==> src/rtl/fdfs_pkg.sv <==
// Shared types and constants for the framed decimal field summer.
// Used by the front end, the token queue, the back end and the top level.
`default_nettype none

package fdfs_pkg;

  localparam int unsigned MAX_DIGITS = 9;
  localparam int unsigned NUM_W      = 30;
  localparam int unsigned CNT_W      = 4;
  localparam int unsigned SUM_W      = 32;
  localparam int unsigned LEN_W      = 32;
  localparam int unsigned HDR_W      = 3;
  localparam int unsigned FIFO_DEPTH = 2;

  localparam logic [HDR_W-1:0] HDR_LEN = HDR_W'(4);

  localparam logic [7:0] CHAR_ZERO  = 8'h30;
  localparam logic [7:0] CHAR_NINE  = 8'h39;
  localparam logic [7:0] CHAR_COMMA = 8'h2c;
  localparam logic [7:0] CHAR_EQUAL = 8'h3d;
  localparam logic [7:0] CHAR_F     = 8'h46;
  localparam logic [7:0] CHAR_I     = 8'h49;
  localparam logic [7:0] CHAR_N     = 8'h4e;

  typedef enum logic [1:0] {
    TK_NONE,
    TK_DIGIT,
    TK_DELIM
  } tok_kind_e;

  // One classified item handed from the front end to the back end.
  typedef struct packed {
    tok_kind_e  kind;
    logic [3:0] digit;
    logic       last;
    logic       fin;
  } tok_t;

  typedef struct packed {
    logic full;
    logic empty;
  } fifo_st_t;

  function automatic logic [7:0] fin_char(input logic [1:0] idx);
    logic [7:0] c;
    unique case (idx)
      2'd0:    c = CHAR_F;
      2'd1:    c = CHAR_I;
      2'd2:    c = CHAR_N;
      default: c = 8'h00;
    endcase
    return c;
  endfunction

endpackage

`default_nettype wire

==> src/rtl/fdfs_front.sv <==
// Front end: parses the length header, counts payload bytes and classifies each
// payload byte into a token; also tracks the "FIN" match. Depends on fdfs_pkg.
`default_nettype none

module fdfs_front (
  input  wire logic              clk_i,
  input  wire logic              rst_ni,
  input  wire logic              in_valid_i,
  input  wire logic [7:0]        stream_byte_i,
  input  wire logic              fifo_full_i,
  output fdfs_pkg::tok_t         tok_o,
  output logic                   push_o
);
  import fdfs_pkg::*;

  logic [HDR_W-1:0] hdr_q, hdr_d;
  logic [LEN_W-1:0] len_q, len_d;
  logic [LEN_W-1:0] left_q, left_d;
  logic [1:0]       prog_q, prog_d;
  logic             ok_q, ok_d;
  logic             accept;
  logic [LEN_W-1:0] len_shift;
  logic             last;

  assign accept    = in_valid_i && !fifo_full_i;
  assign len_shift = {len_q[LEN_W-9:0], stream_byte_i};
  assign last      = (left_q == LEN_W'(1));

  always_comb begin
    hdr_d  = hdr_q;
    len_d  = len_q;
    left_d = left_q;
    prog_d = prog_q;
    ok_d   = ok_q;
    push_o = 1'b0;
    tok_o  = '{kind: TK_NONE, digit: 4'd0, last: 1'b0, fin: 1'b0};
    if (accept) begin
      if (hdr_q < HDR_LEN) begin
        len_d = len_shift;
        hdr_d = hdr_q + HDR_W'(1);
        if (hdr_q == HDR_LEN - HDR_W'(1)) begin
          if (len_shift == '0) begin
            // empty frame: emit a bare end marker
            push_o     = 1'b1;
            tok_o.last = 1'b1;
            len_d      = '0;
            hdr_d      = '0;
          end else begin
            left_d = len_shift;
          end
        end
      end else begin
        push_o = 1'b1;
        if (stream_byte_i >= CHAR_ZERO && stream_byte_i <= CHAR_NINE) begin
          tok_o.kind  = TK_DIGIT;
          tok_o.digit = 4'(stream_byte_i - CHAR_ZERO);
        end else if (stream_byte_i == CHAR_COMMA || stream_byte_i == CHAR_EQUAL) begin
          tok_o.kind = TK_DELIM;
        end
        if (prog_q != 2'd3 && stream_byte_i == fin_char(prog_q)) begin
          prog_d = prog_q + 2'd1;
        end else begin
          ok_d = 1'b0;
        end
        tok_o.last = last;
        tok_o.fin  = last && ok_d && (prog_d == 2'd3);
        left_d     = left_q - LEN_W'(1);
        if (last) begin
          hdr_d  = '0;
          len_d  = '0;
          left_d = '0;
          prog_d = '0;
          ok_d   = 1'b1;
        end
      end
    end
  end

  always_ff @(posedge clk_i or negedge rst_ni) begin
    if (!rst_ni) begin
      hdr_q  <= '0;
      len_q  <= '0;
      left_q <= '0;
      prog_q <= '0;
      ok_q   <= 1'b1;
    end else begin
      hdr_q  <= hdr_d;
      len_q  <= len_d;
      left_q <= left_d;
      prog_q <= prog_d;
      ok_q   <= ok_d;
    end
  end

endmodule

`default_nettype wire

==> src/rtl/fdfs_fifo.sv <==
// Short token queue between front and back end so each side stalls on its own.
// Depends on fdfs_pkg for the token type and depth.
`default_nettype none

module fdfs_fifo (
  input  wire logic            clk_i,
  input  wire logic            rst_ni,
  input  wire logic            push_i,
  input  wire fdfs_pkg::tok_t  tok_i,
  input  wire logic            pop_i,
  output fdfs_pkg::tok_t       tok_o,
  output fdfs_pkg::fifo_st_t   st_o
);
  import fdfs_pkg::*;

  localparam int unsigned PTR_W = (FIFO_DEPTH > 1) ? $clog2(FIFO_DEPTH) : 1;
  localparam logic [PTR_W-1:0] PTR_LAST = PTR_W'(FIFO_DEPTH - 1);
  localparam logic [PTR_W:0]   CNT_FULL = (PTR_W + 1)'(FIFO_DEPTH);

  tok_t             mem_q [FIFO_DEPTH];
  logic [PTR_W-1:0] wr_q, wr_d, rd_q, rd_d;
  logic [PTR_W:0]   cnt_q, cnt_d;
  logic             do_push, do_pop;

  assign st_o.full  = (cnt_q == CNT_FULL);
  assign st_o.empty = (cnt_q == '0);
  assign do_push    = push_i && !st_o.full;
  assign do_pop     = pop_i && !st_o.empty;
  assign tok_o      = mem_q[rd_q];

  always_comb begin
    wr_d  = do_push ? ((wr_q == PTR_LAST) ? '0 : wr_q + PTR_W'(1)) : wr_q;
    rd_d  = do_pop  ? ((rd_q == PTR_LAST) ? '0 : rd_q + PTR_W'(1)) : rd_q;
    cnt_d = cnt_q + (PTR_W + 1)'(do_push) - (PTR_W + 1)'(do_pop);
  end

  always_ff @(posedge clk_i or negedge rst_ni) begin
    if (!rst_ni) begin
      wr_q  <= '0;
      rd_q  <= '0;
      cnt_q <= '0;
    end else begin
      wr_q  <= wr_d;
      rd_q  <= rd_d;
      cnt_q <= cnt_d;
    end
  end

  always_ff @(posedge clk_i) begin
    if (do_push) begin
      mem_q[wr_q] <= tok_i;
    end
  end

endmodule

`default_nettype wire

==> src/rtl/fdfs_back.sv <==
// Back end: builds pending numbers, accumulates the frame sum and holds the
// result in an output register. Depends on fdfs_pkg.
`default_nettype none

module fdfs_back (
  input  wire logic                   clk_i,
  input  wire logic                   rst_ni,
  input  wire fdfs_pkg::tok_t         tok_i,
  input  wire logic                   empty_i,
  output logic                        pop_o,
  output logic                        out_valid_o,
  input  wire logic                   out_stall_i,
  output logic signed [31:0]          frame_sum_o,
  output logic                        is_finish_o
);
  import fdfs_pkg::*;

  logic [NUM_W-1:0] pend_q, pend_d;
  logic [CNT_W-1:0] cnt_q, cnt_d;
  logic [SUM_W-1:0] sum_q, sum_d;
  logic             vld_q, vld_d;
  logic [SUM_W-1:0] res_sum_q;
  logic             res_fin_q;
  logic             slot_free, load;
  logic [NUM_W+3:0] times_ten;
  logic [SUM_W-1:0] sum_n;

  assign slot_free = !vld_q || !out_stall_i;
  assign pop_o     = !empty_i && (!tok_i.last || slot_free);
  assign load      = pop_o && tok_i.last;

  // x*10 + d as two shifted adds
  assign times_ten = {1'b0, pend_q, 3'b000} + {3'b000, pend_q, 1'b0}
                   + (NUM_W + 4)'(tok_i.digit);

  always_comb begin
    pend_d = pend_q;
    cnt_d  = cnt_q;
    sum_d  = sum_q;
    sum_n  = sum_q;
    if (pop_o) begin
      unique case (tok_i.kind)
        TK_DIGIT: begin
          if (cnt_q < CNT_W'(MAX_DIGITS)) begin
            pend_d = times_ten[NUM_W-1:0];
            cnt_d  = cnt_q + CNT_W'(1);
          end
        end
        TK_DELIM: begin
          sum_n  = sum_q + SUM_W'(pend_q);
          pend_d = '0;
          cnt_d  = '0;
        end
        default: ;
      endcase
      sum_d = sum_n;
      if (tok_i.last) begin
        pend_d = '0;
        cnt_d  = '0;
        sum_d  = '0;
      end
    end
    vld_d = load ? 1'b1 : (slot_free ? 1'b0 : vld_q);
  end

  always_ff @(posedge clk_i or negedge rst_ni) begin
    if (!rst_ni) begin
      pend_q <= '0;
      cnt_q  <= '0;
      sum_q  <= '0;
      vld_q  <= 1'b0;
    end else begin
      pend_q <= pend_d;
      cnt_q  <= cnt_d;
      sum_q  <= sum_d;
      vld_q  <= vld_d;
    end
  end

  always_ff @(posedge clk_i) begin
    if (load) begin
      res_sum_q <= sum_n;
      res_fin_q <= tok_i.fin;
    end
  end

  assign out_valid_o = vld_q;
  assign frame_sum_o = res_sum_q;
  assign is_finish_o = res_fin_q;

endmodule

`default_nettype wire

==> src/rtl/framed_decimal_field_summer_top.sv <==
// Top level of the framed decimal field summer: front end, token queue and
// back end. Depends on fdfs_pkg, fdfs_front, fdfs_fifo and fdfs_back.
//
//   channel | ports                                | handshake
//   --------+--------------------------------------+------------------------
//   in      | stream_byte_i[7:0]                   | in_valid_i / in_stall_o
//   out     | frame_sum_o[31:0] (signed), is_finish_o | out_valid_o / out_stall_i
//
// One byte is taken per cycle while in_stall_o is low; the sum update (shift-add
// times ten) sits in the back end and a two-entry token queue decouples it from
// header parsing. A frame end is queued, then its sum loads the output register.
// Reset clears all frame state; the queue and output register come up empty.
// in_stall_o rises only when the token queue is full, i.e. when the output
// register is held by out_stall_i and the queue has filled behind it.
`default_nettype none

module framed_decimal_field_summer_top (
  input  wire logic               clk_i,
  input  wire logic               rst_ni,
  input  wire logic               in_valid_i,
  output logic                    in_stall_o,
  input  wire logic [7:0]         stream_byte_i,
  output logic                    out_valid_o,
  input  wire logic               out_stall_i,
  output logic signed [31:0]      frame_sum_o,
  output logic                    is_finish_o
);
  import fdfs_pkg::*;

  tok_t     push_tok, head_tok;
  logic     push, pop;
  fifo_st_t fifo_st;

  assign in_stall_o = fifo_st.full;

  fdfs_front u_front (
    .clk_i         (clk_i),
    .rst_ni        (rst_ni),
    .in_valid_i    (in_valid_i),
    .stream_byte_i (stream_byte_i),
    .fifo_full_i   (fifo_st.full),
    .tok_o         (push_tok),
    .push_o        (push)
  );

  fdfs_fifo u_fifo (
    .clk_i  (clk_i),
    .rst_ni (rst_ni),
    .push_i (push),
    .tok_i  (push_tok),
    .pop_i  (pop),
    .tok_o  (head_tok),
    .st_o   (fifo_st)
  );

  fdfs_back u_back (
    .clk_i       (clk_i),
    .rst_ni      (rst_ni),
    .tok_i       (head_tok),
    .empty_i     (fifo_st.empty),
    .pop_o       (pop),
    .out_valid_o (out_valid_o),
    .out_stall_i (out_stall_i),
    .frame_sum_o (frame_sum_o),
    .is_finish_o (is_finish_o)
  );

  a_fifo_state: assert property (@(posedge clk_i) disable iff (!rst_ni)
    !(fifo_st.full && fifo_st.empty))
    else $error("token queue flags full and empty together");

  a_no_pop_on_held_result: assert property (@(posedge clk_i) disable iff (!rst_ni)
    (pop && head_tok.last) |-> !(out_valid_o && out_stall_i))
    else $error("frame end popped while result register is held");

  a_frame_end_result: assert property (@(posedge clk_i) disable iff (!rst_ni)
    (pop && head_tok.last) |=> out_valid_o)
    else $error("frame end did not load the result register");

  a_no_push_when_full: assert property (@(posedge clk_i) disable iff (!rst_ni)
    fifo_st.full |-> !push)
    else $error("token pushed into a full queue");

endmodule

`default_nettype wire
==> config.mk <==
export PLATFORM = sky130hd
export DESIGN_NAME = framed_decimal_field_summer_top
export DESIGN_NICKNAME = d
export VERILOG_FILES = /design/src/rtl/fdfs_pkg.sv /design/src/rtl/fdfs_front.sv /design/src/rtl/fdfs_fifo.sv /design/src/rtl/fdfs_back.sv /design/src/rtl/framed_decimal_field_summer_top.sv
export SDC_FILE = /design/constraint.sdc
export NUM_CORES = 1
export LEC_CHECK = 0
export BUFFER_PORTS_ARGS = -buffer_cell sky130_fd_sc_hd__buf_4
export CAP_MARGIN = 0
export CORE_UTILIZATION = 53
export DETAILED_ROUTE_END_ITERATION = 8
export PLACE_DENSITY = 0.7
export SLEW_MARGIN = 20
export SYNTH_ARGS = -nofsm -noshare
export SYNTH_HDL_FRONTEND = slang
export SYNTH_SLANG_ARGS = --single-unit
==> constraint.sdc <==
create_clock -name clk_i -period 5.9 [get_ports clk_i]
set_input_delay 1.18 -clock clk_i [delete_from_list [all_inputs] [get_ports clk_i]]
set_output_delay 1.18 -clock clk_i [all_outputs]
set_load 0.05 [all_outputs]
# After elaboration in Yosys (flattened, before gate mapping)
# Memories as Yosys holds them, arrays and structs flattened.
# Cells that the tools add are included.
[classes]
magnitude_cmp = 4
n_bitwise = 1
n_mux = 49
n_reduce_logical = 27
eq_ne = 15
addsub = 12
[ops]
columns = ["cell", "n"]
rows = [
  ["$mux W32", 7],
  ["$mux W24", 4],
  ["$mux W30", 2],
  ["$pmux W30 S2", 1],
  ["$add A32 B30 Y32", 1],
  ["$eq A32 B1 Y1 const B", 1],
  ["$logic_not A32 Y1", 1],
  ["$sub A32 B1 Y32 const B", 1],
  ["$add A30 B30 Y30", 1],
  ["$add A30 B4 Y30", 1],
  ["$mux W8", 3],
  ["$pmux W7 S3", 1],
  ["$eq A8 B6 Y1 const B", 2],
  ["$mux W1", 16],
  ["$mux W2", 6],
  ["$mux W3", 4],
  ["$mux W4", 3],
  ["$logic_and A1 B1 Y1", 9],
  ["$eq A2 B2 Y1 const B", 4],
  ["$eq A8 B8 Y1", 1],
  ["$ge A8 B6 Y1 const B", 1],
  ["$le A8 B6 Y1 const B", 1],
  ["$pmux W4 S2", 1],
  ["$mux W6", 1],
  ["other kinds (21)", 35],
]
[totals]
regBits = 166
ram_bits = 16
wordCells = 123
memories = 1
input_bits = 12
[mem_list]
columns = ["name", "depth", "width", "rd", "rd_ports_with_merged_regs", "wr", "line", "source"]
rows = [
  ["u_fifo.mem_q", 2, 8, 1, 0, 1, "fdfs_fifo.sv:20", "tok_t mem_q [FIFO_DEPTH];"],
]

# Depth between registers and ports, before layout
[depth]
ltp_word = 13
ltp_mapped = 13
ltp_nobuf = 12

# By module
# Synthesis repeated with hierarchy kept, for this count alone.
[hier_totals]
cells_unflattened = 1229
area_unflattened_um2 = 11870.1
[by_module_without_submodules]
columns = ["module", "cells_per_inst", "area_per_inst_um2", "seq_area_each_um2", "instances"]
rows = [
  ["fdfs_back", 781, 7309.5, 2667.6, 1],
  ["fdfs_front", 405, 3776.1, 1552.7, 1],
  ["fdfs_fifo", 43, 784.5, 580.6, 1],
]

# Worst setup path before layout
# No wires, ideal clock.
[synth_timing]
path_kind = "register -> register"
start = "register u_fifo.rd_q"
end = "register u_back.pend_q[28]"
t_arrival_ps = 3091
stages_incl_launch_ff = 14
path_buffers = 1
setup_time_ps = 126
required_ps = 5774
synth_period_minus_slack_ps = 3217
slack_ps = 2683
cell_sequence = "dfrtp_1 > buf_2 > mux2_2 > ha_1 > ha_1 > inv_1 > fa_1 > nor2b_1 > o31a_1 > o2111ai_1 > a21oi_1 > a21oi_1 > o2111a_1 > a221o_1"
[synth_between]
elab_chain_len = 5
[synth_lines]
columns = ["element", "line", "source"]
rows = [
  ["start: declaration", "fdfs_fifo.sv:21", "logic [PTR_W-1:0] wr_q, wr_d, rd_q, rd_d;"],
  ["start signal: assignment", "fdfs_fifo.sv:44", "rd_q <= rd_d;"],
  ["$mem_v2 Z2 W8 (*)", "-", ""],
  ["$add A30 B4 Y30 / $logic_not A1 Y1 (equally long branches)", "fdfs_back.sv:34, fdfs_back.sv:29", ""],
  ["$mux W30 / $logic_or A1 B1 Y1 (equally long branches)", "fdfs_back.sv:44, fdfs_back.sv:29", ""],
  ["$pmux W30 S2 / $logic_and A1 B1 Y1 (equally long branches)", "fdfs_back.sv:42, fdfs_back.sv:29", ""],
  ["$mux W30 / $reduce_and A3 Y1 (equally long branches)", "-", ""],
  ["end signal: assignment", "fdfs_back.sv:73", "pend_q <= pend_d;"],
  ["end: declaration", "fdfs_back.sv:18", "logic [NUM_W-1:0] pend_q, pend_d;"],
]
# Mark *: on every way between the ends. The rest lies on a longest branch, timed or not. The select of a mux whose other input is x is not followed.
# A chain may end at the register's enable or synchronous reset.

# Worst setup path in the final report
# Same ends and word-level chain as after synthesis.

==> run summary <==
Status: complete, no violations
CTS Buffer Depth: 2
Top cells by area, synth: dfrtp_1 (28%), edfxtp_1 (12%), ha_1 (9.9%)
Pin count of the biggest net entering global routing: 99
Post-Route Skew: 0.0128 ns
Final Cycle Share: 63.5%
Crit path kind: flip-flop to flip-flop
Initial Util: 54.5%
Diode count: 0
Area of the multi-input gates: 0.00678 mm^2
DP Area: 0.0125 mm^2
Slowest stage delay, CP: 0.67 ns
Fmax: 0.267 GHz
Final Cell Area: 0.0131 mm^2
Post-Synthesis Net Count: 1432
Seq. cell area: 0.00480 mm^2
Startpoint types: flip-flop
Fin Setup TNS: 0 ns
Synth Warn #: 0
Slew Limit Fails: 0
CP max stage cell: dfrtp_1
Layout fillers: 1940
Post-synth top area share: 27.5%
Synth cell types: 76
Vias in the first global route: 9510
Netlist Area Pre-Place: 0.0120 mm^2
Hold Fails Final Rpt: 0
Sequential share of the synthesized area: 40.0%
CTS Hold Bufs: 0
EDFF count, synth: 49
Worst EP required: 6.22 ns
Avg Cell Area, Syn: 9.08 um^2
Power Density: 414 mW/mm^2
Pleak: 5.85 nW
Tot GR Track Use: 25.7%
Num rows: 54
Delay-heaviest family, CP: compound AO/OA/AOI/OAI gates
Actual slew at the worst max-slew pin: 1.13 ns
Die area: 0.0232 mm^2
DRT Pass-1 Iters: 7
Max H-tree Level: 4
Top cells by instance count after synthesis: nand2_1 (160), o21ai_0 (140), dfrtp_1 (132)
Final nets: 1446
FFs w/ async S/R, synth: 73.1%
Core area: 0.0220 mm^2
CTS root buf: clkbuf_16
Worst hold start: u_fifo.wr_q
First-pass GRT wire length: 48.1 mm
CTS tree: done
Starting DRC count in detailed routing: 525
Clock Sinks: 182
Unrepaired setup endpoints after global routing: no
Top cell type by total area after synthesis: dfrtp_1
Synth Instances: 1322
Dominant synthesized flop cell: dfrtp_1
Worst slew margin: 25.0%
Wire length per cell: 17.9 um
P&R area growth vs syn: 9.57%
Setup violations, final: 0
GR Overflow Total: 0
Yosys reg bits: 182
Worst-path cell chain: mux2_2 -> ha_1 -> ha_1 -> inv_1 -> fa_1 -> nor2b_1 -> o31a_1 -> o2111ai_1 -> a21oi_1 -> a21oi_1 -> o21ai_0 -> a221o_1
Layout cells sized above 1: 9.27%
CP startpoint: u_fifo.rd_q
Buffer and inverter count on the worst path: 1
Via count: 9862
DRC: 0
Final WL: 29.2 mm
Antenna violations before repair: 0
Minimum clock period: 3.75 ns
Maximum fanout along the worst path: 13
Clk_lat worst skew: 0.44 ns
Crit end category: flip-flop
IO buf count: 46
Post-DP HPWL: 21.2 mm
Crit path arrival time: 4.06 ns
Most numerous cell in the Yosys netlist: nand2_1
Min-delay worst type: flip-flop to flip-flop
Post-CTS Setup Inserts: 0
Final ANT Viol Nets: 0
Via density: 6.05
CTS clk-pin slew, worst paths: 0.08 ns
Die Width: 152 um
FF-to-FF Start: u_fifo.rd_q
Number of max-cap violations: 0
Post-CTS Resized: 0
Chip Height: 152 um
GP Congestion: 0.946
# IOs: 47
Worst VDD drop: 0.213 mV
CTS buffer count: 17
[metrics by stage]
step | hold WS [ns] | worst slack (ns) | total power, W | std cells | util, %
detailed placement | 0.474 | 2.17 | 0.00423 | 1597 | 56.8
CTS | 0.490 | 2.18 | 0.00546 | 1629 | 59.7
finish | 0.490 | 2.15 | 0.00544 | 1629 | 59.7
floorplan | 0.450 | 2.68 | 0.00360 | 1322 | -
global route | 0.511 | 1.88 | 0.00578 | 1629 | 59.7
global placement | 0.466 | 2.30 | 0.00419 | 1597 | 56.8
[cell type report]
class	count	area share (%)
Tap cell	280	2.66
Sequential cell	182	36.5
Multi-Input combinational cell	1035	51.6
Timing Repair Buffer	56	3.23
Clock buffer	18	3.34
Inverter	44	1.26
Clock inverter	14	1.44
[kinds of logic (layout without fill, tap and decap cells)]
kind of cell,Yosys count,after routing,synth area share [%]
buf+inv,105,132,3.66
flops,182,182,40.0
mux,23,23,2.43
xor+xnor,47,47,3.43
simple gates,447,447,18.4
fa+ha+maj,98,98,10.4
compound gates,420,420,21.6
[sequential cells by signal, summed over array words and instances (netlist names)]
signal,count
u_front.left_q,32
u_back.out_valid_o,1
u_fifo.wr_q,1
u_fifo.cnt_q,2
u_front.ok_q,1
u_back.cnt_q,4
u_fifo.rd_q,1
u_fifo.mem_q,16
u_front.len_q,24
u_back.sum_q,32
u_front.hdr_q,3
u_front.prog_q,2
u_back.pend_q,30
u_back.frame_sum_o,32
u_back.is_finish_o,1
[path summary, 6_finish.rpt]
| kind | to | slack (ns) | cells past startpoint |
|---|---|---|---|
| max in group asynchronous | u_front.len_q[17] | 3.96 | 2 |
| max | u_back.pend_q[28] | 2.15 | 12 |
| max reg2reg | u_back.pend_q[28] | 2.15 | 12 |
| min in group asynchronous | u_back.sum_q[2] | 0.86 | 1 |
| min | u_fifo.wr_q | 0.49 | 1 |
| min reg2reg | u_fifo.wr_q | 0.49 | 1 |
[routing by layer]
layer / share of wire, % / routed length (um) / vias up / global-route usage, %
met3: 4.0 / 1180 / 42 / 3.75
met2: 47 / 13800 / 226 / 43.6
met4: 2.6 / 757 / 0 / 9.09
li1: - / - / 4897 / -
met5: 0 / 0 / - / 0
met1: 46 / 13500 / 4697 / 33.5
[power breakdown]
group / leakage (nW) / internal, W / switching [W]
clock network: 0.301 / 0.000693 / 0.000531
registers: 2.27 / 0.00167 / 0.000299
logic: 3.28 / 0.000737 / 0.00151
total: 5.85 / 0.00310 / 0.00234
[cells in the final DEF (no fill, tap or decap), types with 6 or more instances in the layout]
cell / instances
o21bai_1: 13
nor3_1: 27
nand2_1: 160
ha_1: 95
o31ai_1: 6
edfxtp_1: 49
a21o_1: 23
nand3_1: 44
or3_1: 10
a21oi_1: 105
nor2b_1: 22
or4_1: 6
and2_1: 18
xor2_1: 20
a22o_1: 9
nand4_1: 11
mux2_4: 11
nor2_1: 83
a31oi_1: 15
dfrtp_1: 132
clkbuf_16: 17
o2111ai_1: 8
o211ai_1: 11
inv_1: 42
nor4_1: 20
mux2i_1: 7
a21boi_0: 7
o21ai_0: 140
xnor2_1: 27
o21a_1: 17
and3_1: 13
buf_4: 55
a211oi_1: 10
Power figures use the tool's default switching activity.
